[config.mk]
export PLATFORM = sky130hd
export DESIGN_NAME = signed_number_to_seven_segment
export DESIGN_NICKNAME = d
export VERILOG_FILES = /design/src/rtl/sn7seg_pkg.sv /design/src/rtl/sn7seg_front.sv /design/src/rtl/sn7seg_cell.sv /design/src/rtl/sn7seg_fmt.sv /design/src/rtl/signed_number_to_seven_segment.sv
export SDC_FILE = /design/constraint.sdc
export NUM_CORES = 1
export LEC_CHECK = 0
export ABC_AREA = 1
export BUFFER_PORTS_ARGS = -buffer_cell sky130_fd_sc_hd__buf_2
export CAP_MARGIN = 20
export CORE_AREA = 2 2 336 338
export DETAILED_ROUTE_END_ITERATION = 6
export DIE_AREA = 0 0 338 340
export PLACE_DENSITY_LB_ADDON = 0.3
export SLEW_MARGIN = 10
export SYNTH_ARGS = -nofsm -noshare
export SYNTH_HDL_FRONTEND = slang
export SYNTH_HIERARCHICAL = 1
export SYNTH_SLANG_ARGS = --single-unit
[constraint.sdc]
create_clock -name clock -period 23.8 [get_ports clock]
set_clock_uncertainty 0.15 [all_clocks]
set_input_delay 1.19 -clock clock [delete_from_list [all_inputs] [get_ports clock]]
set_output_delay 1.19 -clock clock [all_outputs]
set_load 0.03 [all_outputs]
[src/rtl/sn7seg_pkg.sv]
// Shared types, font and radix power tables for the seven-segment converter.
package sn7seg_pkg;

   localparam int unsigned NUM_WIDTH   = 32;
   localparam int unsigned RADIX_WIDTH = 5;
   localparam int unsigned REM_WIDTH   = 16;
   localparam int unsigned DIGIT_BITS  = 4;
   localparam int unsigned NUM_DIGITS  = 4;
   localparam int unsigned QUO_WIDTH   = (NUM_DIGITS - 1) * DIGIT_BITS;
   localparam int unsigned NUM_CELLS   = QUO_WIDTH;
   localparam int unsigned SEG_WIDTH   = 8;

   localparam logic [4:0] RADIX_MIN = 5'd2;
   localparam logic [4:0] RADIX_MAX = 5'd16;

   localparam logic [SEG_WIDTH-1:0] SEG_BLANK = 8'h00;
   localparam logic [SEG_WIDTH-1:0] SEG_MINUS = 8'h40;

   localparam logic [SEG_WIDTH-1:0] FONT [16] = '{
      8'h3F, 8'h06, 8'h5B, 8'h4F, 8'h66, 8'h6D, 8'h7D, 8'h07,
      8'h7F, 8'h6F, 8'h77, 8'h7C, 8'h39, 8'h5E, 8'h79, 8'h71
   };

   // Powers of the radix, indexed by radix 0 to 16.
   localparam logic [8:0] POW2 [17] = '{
      9'd0, 9'd1, 9'd4, 9'd9, 9'd16, 9'd25, 9'd36, 9'd49, 9'd64,
      9'd81, 9'd100, 9'd121, 9'd144, 9'd169, 9'd196, 9'd225, 9'd256
   };
   localparam logic [12:0] POW3 [17] = '{
      13'd0, 13'd1, 13'd8, 13'd27, 13'd64, 13'd125, 13'd216, 13'd343, 13'd512,
      13'd729, 13'd1000, 13'd1331, 13'd1728, 13'd2197, 13'd2744, 13'd3375, 13'd4096
   };
   localparam logic [16:0] POW4 [17] = '{
      17'd0, 17'd1, 17'd16, 17'd81, 17'd256, 17'd625, 17'd1296, 17'd2401,
      17'd4096, 17'd6561, 17'd10000, 17'd14641, 17'd20736, 17'd28561,
      17'd38416, 17'd50625, 17'd65536
   };

   typedef struct packed {
      logic [REM_WIDTH-1:0]   rem;
      logic [RADIX_WIDTH-1:0] radix;
      logic                   neg;
      logic                   err;
      logic [QUO_WIDTH-1:0]   quo;
   } work_type;

   typedef struct packed {
      logic     valid;
      work_type work;
   } stage_type;

endpackage

[src/rtl/sn7seg_front.sv]
// Entry stage: sign, magnitude and range check of the incoming number.
module sn7seg_front (
   input  logic                                 clock,
   input  logic                                 reset,
   input  logic                                 in_valid,
   output logic                                 in_ready,
   input  logic [sn7seg_pkg::NUM_WIDTH-1:0]     number,
   input  logic [sn7seg_pkg::RADIX_WIDTH-1:0]   radix,
   output sn7seg_pkg::stage_type                out,
   input  logic                                 out_ready
);
   import sn7seg_pkg::*;

   logic                   valid_ff;
   work_type               work_ff;
   work_type               work_in;
   logic                   radix_ok;
   logic [RADIX_WIDTH-1:0] radix_idx;
   logic [12:0]            p3;
   logic [16:0]            p4;
   logic                   neg;
   logic                   is_zero;
   logic                   too_neg;
   logic                   too_big;

   always_comb begin
      radix_ok  = (radix >= RADIX_MIN) && (radix <= RADIX_MAX);
      // An unsupported radix is swapped for the smallest one, so that a zero
      // still passes through the cells against a non-zero divisor.
      radix_idx = radix_ok ? radix : RADIX_MIN;
      p3        = POW3[radix_idx];
      p4        = POW4[radix_idx];
      neg       = number[NUM_WIDTH-1];
      is_zero   = (number == '0);
      // A negative number must leave one position for the minus sign.
      too_neg   = neg && ($signed(number) <= -$signed({19'd0, p3}));
      too_big   = !neg && (number >= {15'd0, p4});

      work_in.rem   = neg ? REM_WIDTH'(~number[REM_WIDTH-1:0] + 16'd1)
                          : number[REM_WIDTH-1:0];
      work_in.radix = radix_idx;
      work_in.neg   = neg;
      work_in.err   = !is_zero && (!radix_ok || too_neg || too_big);
      work_in.quo   = '0;
   end

   assign in_ready = !valid_ff || out_ready;

   always_ff @(posedge clock) begin
      if (reset) begin
         valid_ff <= 1'b0;
      end else if (in_ready) begin
         valid_ff <= in_valid;
      end
      if (in_ready) begin
         work_ff <= work_in;
      end
   end

   assign out.valid = valid_ff;
   assign out.work  = work_ff;

endmodule

[src/rtl/sn7seg_cell.sv]
// One restoring-division cell: settles a single quotient bit of one digit.
module sn7seg_cell #(
   parameter int unsigned LEVEL = 3,
   parameter int unsigned SHIFT = 3
) (
   input  logic                  clock,
   input  logic                  reset,
   input  sn7seg_pkg::stage_type in,
   output logic                  in_ready,
   output sn7seg_pkg::stage_type out,
   input  logic                  out_ready
);
   import sn7seg_pkg::*;

   localparam int unsigned BIT = (LEVEL - 1) * DIGIT_BITS + SHIFT;

   logic        valid_ff;
   work_type    work_ff;
   work_type    work_in;
   logic [12:0] divisor;
   logic [16:0] trial;

   always_comb begin
      if (LEVEL == 3) begin
         divisor = POW3[in.work.radix];
      end else if (LEVEL == 2) begin
         divisor = 13'(POW2[in.work.radix]);
      end else begin
         divisor = 13'(in.work.radix);
      end
      trial   = {4'd0, divisor} << SHIFT;
      work_in = in.work;
      if ({1'b0, in.work.rem} >= trial) begin
         work_in.rem      = in.work.rem - trial[REM_WIDTH-1:0];
         work_in.quo[BIT] = 1'b1;
      end
   end

   assign in_ready = !valid_ff || out_ready;

   always_ff @(posedge clock) begin
      if (reset) begin
         valid_ff <= 1'b0;
      end else if (in_ready) begin
         valid_ff <= in.valid;
      end
      if (in_ready) begin
         work_ff <= work_in;
      end
   end

   assign out.valid = valid_ff;
   assign out.work  = work_ff;

endmodule

[src/rtl/sn7seg_fmt.sv]
// Output stage: blanking, minus placement, font lookup and result register.
module sn7seg_fmt (
   input  logic                                 clock,
   input  logic                                 reset,
   input  sn7seg_pkg::stage_type                in,
   output logic                                 in_ready,
   output logic                                 out_valid,
   input  logic                                 out_ready,
   output logic [4*sn7seg_pkg::SEG_WIDTH-1:0]   segs,
   output logic                                 err
);
   import sn7seg_pkg::*;

   logic                                 valid_ff;
   logic [NUM_DIGITS-1:0][SEG_WIDTH-1:0] seg_ff;
   logic [NUM_DIGITS-1:0][SEG_WIDTH-1:0] seg_in;
   logic                                 err_ff;
   logic [NUM_DIGITS-1:0][DIGIT_BITS-1:0] digit;
   logic [NUM_DIGITS-1:0]                shown;
   logic [NUM_DIGITS-1:0]                minus;

   always_comb begin
      digit[0] = in.work.quo[11:8];
      digit[1] = in.work.quo[7:4];
      digit[2] = in.work.quo[3:0];
      digit[3] = in.work.rem[DIGIT_BITS-1:0];

      // The rightmost digit is always shown, which also gives '0' for zero.
      shown[0] = (digit[0] != '0);
      shown[1] = shown[0] || (digit[1] != '0);
      shown[2] = shown[1] || (digit[2] != '0);
      shown[3] = 1'b1;

      minus[0] = in.work.neg && shown[1] && !shown[0];
      minus[1] = in.work.neg && shown[2] && !shown[1];
      minus[2] = in.work.neg && !shown[2];
      minus[3] = 1'b0;

      for (int i = 0; i < NUM_DIGITS; i++) begin
         if (in.work.err) begin
            seg_in[i] = SEG_BLANK;
         end else if (shown[i]) begin
            seg_in[i] = FONT[digit[i]];
         end else if (minus[i]) begin
            seg_in[i] = SEG_MINUS;
         end else begin
            seg_in[i] = SEG_BLANK;
         end
      end
   end

   assign in_ready = !valid_ff || out_ready;

   always_ff @(posedge clock) begin
      if (reset) begin
         valid_ff <= 1'b0;
      end else if (in_ready) begin
         valid_ff <= in.valid;
      end
      if (in_ready) begin
         seg_ff <= seg_in;
         err_ff <= in.work.err;
      end
   end

   assign out_valid = valid_ff;
   assign err       = err_ff;

   // Leftmost digit goes to the lowest byte.
   always_comb begin
      for (int i = 0; i < NUM_DIGITS; i++) begin
         segs[i*SEG_WIDTH +: SEG_WIDTH] = seg_ff[i];
      end
   end

endmodule

[src/rtl/signed_number_to_seven_segment.sv]
// Top level of the signed number to four-digit seven-segment converter.
//
//   Channel   Direction  tdata                               tuser
//   req       in         number[31:0], radix[36:32]          -
//   rsp       out        seg_digit0..seg_digit3, 8 bits each out_of_range
//
// Each item passes from req to rsp through one entry stage, twelve division
// cells (four quotient bits for each of the three upper digits, one cell per
// bit) and the output register. The chain accepts one item per cycle while
// rsp is not stalled and holds up to 14 items in flight.
// Reset is synchronous and clears only the valid bits of the stages.
// A stall on rsp backs up stage by stage; a stage that holds no item keeps
// taking new work, so bubbles in the chain are squeezed out.
module signed_number_to_seven_segment (
   input  logic        clock,
   input  logic        reset,
   input  logic        req_tvalid,
   output logic        req_tready,
   input  logic [39:0] req_tdata,  // number[31:0], radix[36:32], zero[39:37]
   output logic        rsp_tvalid,
   input  logic        rsp_tready,
   output logic [31:0] rsp_tdata,  // seg_digit0[7:0], seg_digit1[15:8],
                                   // seg_digit2[23:16], seg_digit3[31:24]
   output logic [0:0]  rsp_tuser   // out_of_range[0]
);
   import sn7seg_pkg::*;

   // stage[k] is the item leaving stage k; rdy[k] says its consumer can take it.
   stage_type stage [NUM_CELLS+1];
   logic      rdy   [NUM_CELLS+1];

   // Sign, magnitude and range check are settled in the entry stage, so the
   // cells only ever divide a 16-bit magnitude.
   sn7seg_front u_front (
      .clock     (clock),
      .reset     (reset),
      .in_valid  (req_tvalid),
      .in_ready  (req_tready),
      .number    (req_tdata[NUM_WIDTH-1:0]),
      .radix     (req_tdata[NUM_WIDTH +: RADIX_WIDTH]),
      .out       (stage[0]),
      .out_ready (rdy[0])
   );

   // Digits are taken most significant first by restoring division against
   // radix^3, radix^2 and radix; what is left after the last cell is the
   // rightmost digit.
   for (genvar g = 0; g < NUM_CELLS; g++) begin : g_cell
      sn7seg_cell #(
         .LEVEL (3 - g / DIGIT_BITS),
         .SHIFT (DIGIT_BITS - 1 - g % DIGIT_BITS)
      ) u_cell (
         .clock     (clock),
         .reset     (reset),
         .in        (stage[g]),
         .in_ready  (rdy[g]),
         .out       (stage[g+1]),
         .out_ready (rdy[g+1])
      );
   end

   sn7seg_fmt u_fmt (
      .clock     (clock),
      .reset     (reset),
      .in        (stage[NUM_CELLS]),
      .in_ready  (rdy[NUM_CELLS]),
      .out_valid (rsp_tvalid),
      .out_ready (rsp_tready),
      .segs      (rsp_tdata),
      .err       (rsp_tuser[0])
   );

endmodule

* Word-level counts from Yosys, hierarchy flattened
Memories as Yosys holds them, arrays and structs flattened. A register that Yosys moved wholly into a read port is not among the register bits.
Cells that the tools add are included.
** Word-level totals
- Flip-flop bits (word level) :: 399
- Memory bits (read-only) :: 4288
- Input bits :: 44
- Output and inout port bits :: 35
- Word-level logic and storage cells :: 259
- Memories kept :: 14
** Memory list
- (no name shown) :: depth 32, width 17, read ports 1, clocked after Yosys merged registers in 0, wr ports 0, line sn7seg_front.sv:32 : p4 = POW4[radix_idx];
- (no name shown) :: depth 32, width 13, read ports 1, clocked after Yosys merged registers in 0, wr ports 0, line sn7seg_cell.sv:25 : divisor = POW3[in.work.radix];
- (no name shown) :: depth 32, width 13, read ports 1, clocked after Yosys merged registers in 0, wr ports 0, line sn7seg_cell.sv:25
- (no name shown) :: depth 32, width 13, read ports 1, clocked after Yosys merged registers in 0, wr ports 0, line sn7seg_cell.sv:25
- (no name shown) :: depth 32, width 13, read ports 1, clocked after Yosys merged registers in 0, wr ports 0, line sn7seg_cell.sv:25
- (no name shown) :: depth 32, width 13, read ports 1, clocked after Yosys merged registers in 0, wr ports 0, line sn7seg_front.sv:31 : p3 = POW3[radix_idx];
- +8 memories
** Operators by class
- Add/sub/neg operators :: 14
- Magnitude comparators :: 28
- Mux-type cells :: 46
- Bitwise gates (word level) :: 14
- Reduce and logical (&&, ||, !) cells :: 51
** Operators by type and width (count)
- $mux W16 :: 12
- $mux W13 :: 10
- $mux W8 :: 9
- $mux W9 :: 8
- $ge A6 B6 Y1 const B :: 9
- $not A5 Y6 :: 9
- $mux W17 :: 2
- $ge A32 B17 Y1 :: 1
- $le A32 B32 Y1 :: 1
- $logic_not A32 Y1 :: 1
- $neg A13 Y32 :: 1
- $mux W7 :: 3
- $logic_not A1 Y1 :: 20
- $not A4 Y5 :: 4
- $logic_or A1 B1 Y1 :: 18
- $add A16 B1 Y16 const B :: 1
- $ge A16 B10 Y1 :: 1
- $ge A16 B11 Y1 :: 1
- $ge A16 B12 Y1 :: 1
- $ge A16 B13 Y1 :: 1
- $ge A16 B14 Y1 :: 1
- $ge A16 B15 Y1 :: 1
- $ge A16 B16 Y1 :: 1
- $ge A16 B5 Y1 :: 1
- 24 further kinds :: 36

* Depth between registers and ports, before layout
- Depth in word-level cells :: 15
- Mapped depth :: 31
- Depth with buffers taken out :: 31

* Modules after synthesis
The synthesis kept the hierarchy.
** Modules (own cells, without submodules)
- sn7seg_front :: instances 1, cells an instance 432, area each 3178.0 um^2, seq. area each 710.7 um^2
- sn7seg_cell at g_cell[3].u_cell :: instances 1, cells an instance 331, area each 2560.0 um^2, seq. area each 1071.0 um^2
- sn7seg_cell at g_cell[2].u_cell :: instances 1, cells an instance 309, area each 2513.7 um^2, seq. area each 1071.0 um^2
- sn7seg_cell at g_cell[1].u_cell :: instances 1, cells an instance 307, area each 2429.8 um^2, seq. area each 1071.0 um^2
- sn7seg_cell at g_cell[0].u_cell :: instances 1, cells an instance 281, area each 2391.0 um^2, seq. area each 1071.0 um^2
- sn7seg_cell at g_cell[6].u_cell :: instances 1, cells an instance 250, area each 2159.6 um^2, seq. area each 1071.0 um^2
- sn7seg_fmt :: instances 1, cells an instance 238, area each 2093.3 um^2, seq. area each 890.9 um^2
- sn7seg_cell at g_cell[7].u_cell :: instances 1, cells an instance 231, area each 2079.5 um^2, seq. area each 1071.0 um^2
- sn7seg_cell at g_cell[5].u_cell :: instances 1, cells an instance 243, area each 2064.5 um^2, seq. area each 1071.0 um^2
- sn7seg_cell at g_cell[4].u_cell :: instances 1, cells an instance 244, area each 2043.2 um^2, seq. area each 1071.0 um^2
- sn7seg_cell at g_cell[10].u_cell :: instances 1, cells an instance 196, area each 1924.3 um^2, seq. area each 1071.0 um^2
- sn7seg_cell at g_cell[11].u_cell :: instances 1, cells an instance 191, area each 1879.3 um^2, seq. area each 1071.0 um^2
- sn7seg_cell at g_cell[9].u_cell :: instances 1, cells an instance 178, area each 1856.8 um^2, seq. area each 1071.0 um^2
- sn7seg_cell at g_cell[8].u_cell :: instances 1, cells an instance 172, area each 1726.7 um^2, seq. area each 1071.0 um^2

* Worst setup path before layout
Ideal clock, no wire load.
- Kind :: input -> output
- From :: in rsp_tready
- To :: out req_tready
- Data arrival time :: 13754 ps
- Required time :: 22460 ps
- Path slack :: 8706 ps
- Stages on the path :: 28
- Path buffers :: 0
- Path through :: inv_1 -> nand2_1 -> inv_1 -> nand2_1 -> inv_1 -> nand2_1 -> inv_1 -> nand2_1 -> inv_1 -> nand2_1 -> inv_1 -> nand2_1 -> inv_1 -> nand2_1 -> inv_1 -> nand2_1 -> inv_1 -> nand2_1 -> inv_1 -> nand2_1 -> inv_1 -> nand2_1 -> inv_1 -> nand2_1 -> inv_1 -> nand2_1 -> inv_1 -> nand2_1
** RTL lines
- from (decl) :: line signed_number_to_seven_segment.sv:21 : input logic rsp_tready,
- to (decl) :: line signed_number_to_seven_segment.sv:18 : output logic req_tready,

==> flow_metrics.env <==
export IMPL_drive_above_1_share_pct=11.9
export IMPL_fin_util_pct=30.2
export IMPL_area_delta_synth_final_pct=12.2
export IMPL_grt_max_degree=38
export IMPL_fin_nets=3859
export IMPL_final_setup_viol_count=0
export IMPL_clock_sinks=469
export IMPL_hold_slack_ns=0.220
export IMPL_io_buffers=71
export IMPL_die_y_um=340
export IMPL_fmax_mhz=118
export IMPL_die_w_um=338
export IMPL_multi_input_area_um2=13500
export IMPL_drc=0
export IMPL_antenna_found_initial=2
export IMPL_cts_setup_buffers=0
export IMPL_dr_pass1_iters=7
export IMPL_insertion_delay_ns=0.62
export IMPL_cts_tree="done"
export IMPL_outcome="finished clean"
export IMPL_wl_um=63100
export IMPL_numCtsBuffers=50
export IMPL_final_cells=5131
export IMPL_avgSynthCellArea_um2=8.57
export IMPL_dp_cells=5038
export IMPL_grt_overflow=0
export IMPL_vdd_drop_max_mv=0.0566
export IMPL_cpMaxStageDelayCell="nand2_1"
export IMPL_slew_limit_headroom_pct=38.0
export IMPL_holdCritPathClass="register to register"
export IMPL_fin_setup_tns_ns=0
export IMPL_critPathKind="input port to output pin"
export IMPL_final_seq_area_um2=13900
export IMPL_crit_fanout=37
export IMPL_htreeDepth=2
export IMPL_post_cts_resized=0
export IMPL_gp_congestion=0.867
export IMPL_tightest_slew_ns=0.927
export IMPL_finalCritPeriodShare_pct=35.7
export IMPL_synth_warnings=6
export IMPL_max_stage_delay_ns=0.66
export IMPL_gr_usage_all_layers_pct=11.0
export IMPL_clk_pin_slew_worst_paths_ns=0.06
export IMPL_grt_pass1_wl_um=105000
export IMPL_hold_viol=0
export IMPL_syn_area_um2=30000
export IMPL_final_max_slew_viol_count=0
export IMPL_clk_path_buf_depth=3
export IMPL_routed_via_density=4.25
export IMPL_place_hpwl_um=49200
export IMPL_syn_inst=3500
export IMPL_postCtsHoldBufs=0
export IMPL_avgRoutedWirePerCell_um=12.3
export IMPL_die_area_um2=115000
export IMPL_worstPathRequired_ns=22.46
export IMPL_drt_iter0_markers=1179
export IMPL_first_global_vias=21300
export IMPL_worstSetupEndpointType="output pin"
export IMPL_p_per_area_nw_per_um2=109
export IMPL_holdPathStages=0
export IMPL_ant_nets=0
export IMPL_core_area_um2=112000
export IMPL_ioPinCount=79
export IMPL_worst_endpoint_arrival_ns=7.15
export IMPL_start_util_pct=26.9
export IMPL_min_period_ns=8.49
export IMPL_start_kind="input port"
export IMPL_r2r_cells=33
export IMPL_rows=123
export IMPL_cap_violations=0
export IMPL_clockRootBuffer="clkbuf_16"
export IMPL_fillers=11800
export IMPL_vias=21800
export IMPL_p_leak_nw=15.4
export IMPL_grt_setup_unrepaired="false"
-- power by group --
group,switching [mW],internal [mW]
clock network,0.350,0.493
logic,0.960,0.543
registers,0.145,1.19
-- final timing paths --
path / end / startpoint / slack, ns
setup reg to reg: g_cell[0].u_cell/out[29] / u_fmt/out_valid / 17.35
hold reg to reg: g_cell[2].u_cell/out[12] / g_cell[1].u_cell/out[12] / 0.22
hold / removal: g_cell[2].u_cell/out[12] / g_cell[1].u_cell/out[12] / 0.22
setup / recovery: req_tready / rsp_tready / 15.31
-- critical path, delay by kind of cell --
kind,cells,cell delay (ns)
buffers and inverters,24,4.36
AND/OR/NAND/NOR,14,1.59
-- cell usage in the layout, fill, tap and decap left out, types with 10 or more instances in the layout --
| master | n |
|---|---|
| o21ai_2 | 15 |
| xor2_1 | 47 |
| clkbuf_16 | 50 |
| buf_2 | 71 |
| o21ai_0 | 82 |
| a21oi_1 | 117 |
| nand2_1 | 1037 |
| xnor2_1 | 23 |
| nand3_2 | 20 |
| inv_1 | 529 |
| nand4_1 | 42 |
| ha_1 | 217 |
| nor2_2 | 26 |
| or2_2 | 14 |
| nand2_4 | 15 |
| and2_1 | 10 |
| nor3_1 | 17 |
| conb_1 | 16 |
| inv_2 | 34 |
| a21oi_2 | 34 |
| nor2_4 | 24 |
| nand3_1 | 216 |
| buf_4 | 13 |
| edfxtp_1 | 455 |
| o211ai_1 | 20 |
| nand2_2 | 69 |
| dfxtp_1 | 14 |
| nor2_1 | 281 |
-- layout make-up --
| class | count | share of cell area [%] |
|---|---|---|
| Tap cell | 1500 | 5.58 |
| Clock buffer | 54 | 3.76 |
| Antenna cell | 1 | 0.00743 |
| Inverter | 567 | 6.34 |
| Multi-Input combinational cell | 2418 | 40.0 |
| Sequential cell | 469 | 41.4 |
| Timing Repair Buffer | 84 | 1.35 |
| Clock inverter | 38 | 1.56 |
-- flip-flops by register name, summed over array words and instances, names as in the netlist --
| name | cells |
|---|---|
| u_front/valid_ff | 1 |
| g_cell.u_cell/out | 403 |
| u_fmt/err | 1 |
| u_fmt/segs | 28 |
| u_front/out | 23 |
| g_cell.u_cell/valid_ff | 12 |
| u_fmt/out_valid | 1 |
-- per-stage QoR --
step	total power, mW	worst slack, ns	area, um2
2_1_floorplan	2.52	9.08	30100
3_3_place_gp	2.85	14.93	31900
3_5_place_dp	2.86	15.05	31900
4_1_cts	3.72	15.03	33700
5_1_grt	4.02	14.31	33700
6_report	3.68	15.31	33700
-- routing by layer --
metal,GRT usage (%),part of all wire [%],vias to the layer above
li1,-,-,11500
met1,14.1,46,9906
met2,19.3,49,292
met3,1.69,3.5,77
met4,2.68,2.0,2
met5,0,0.021,-
Power figures use the tool's default switching activity.
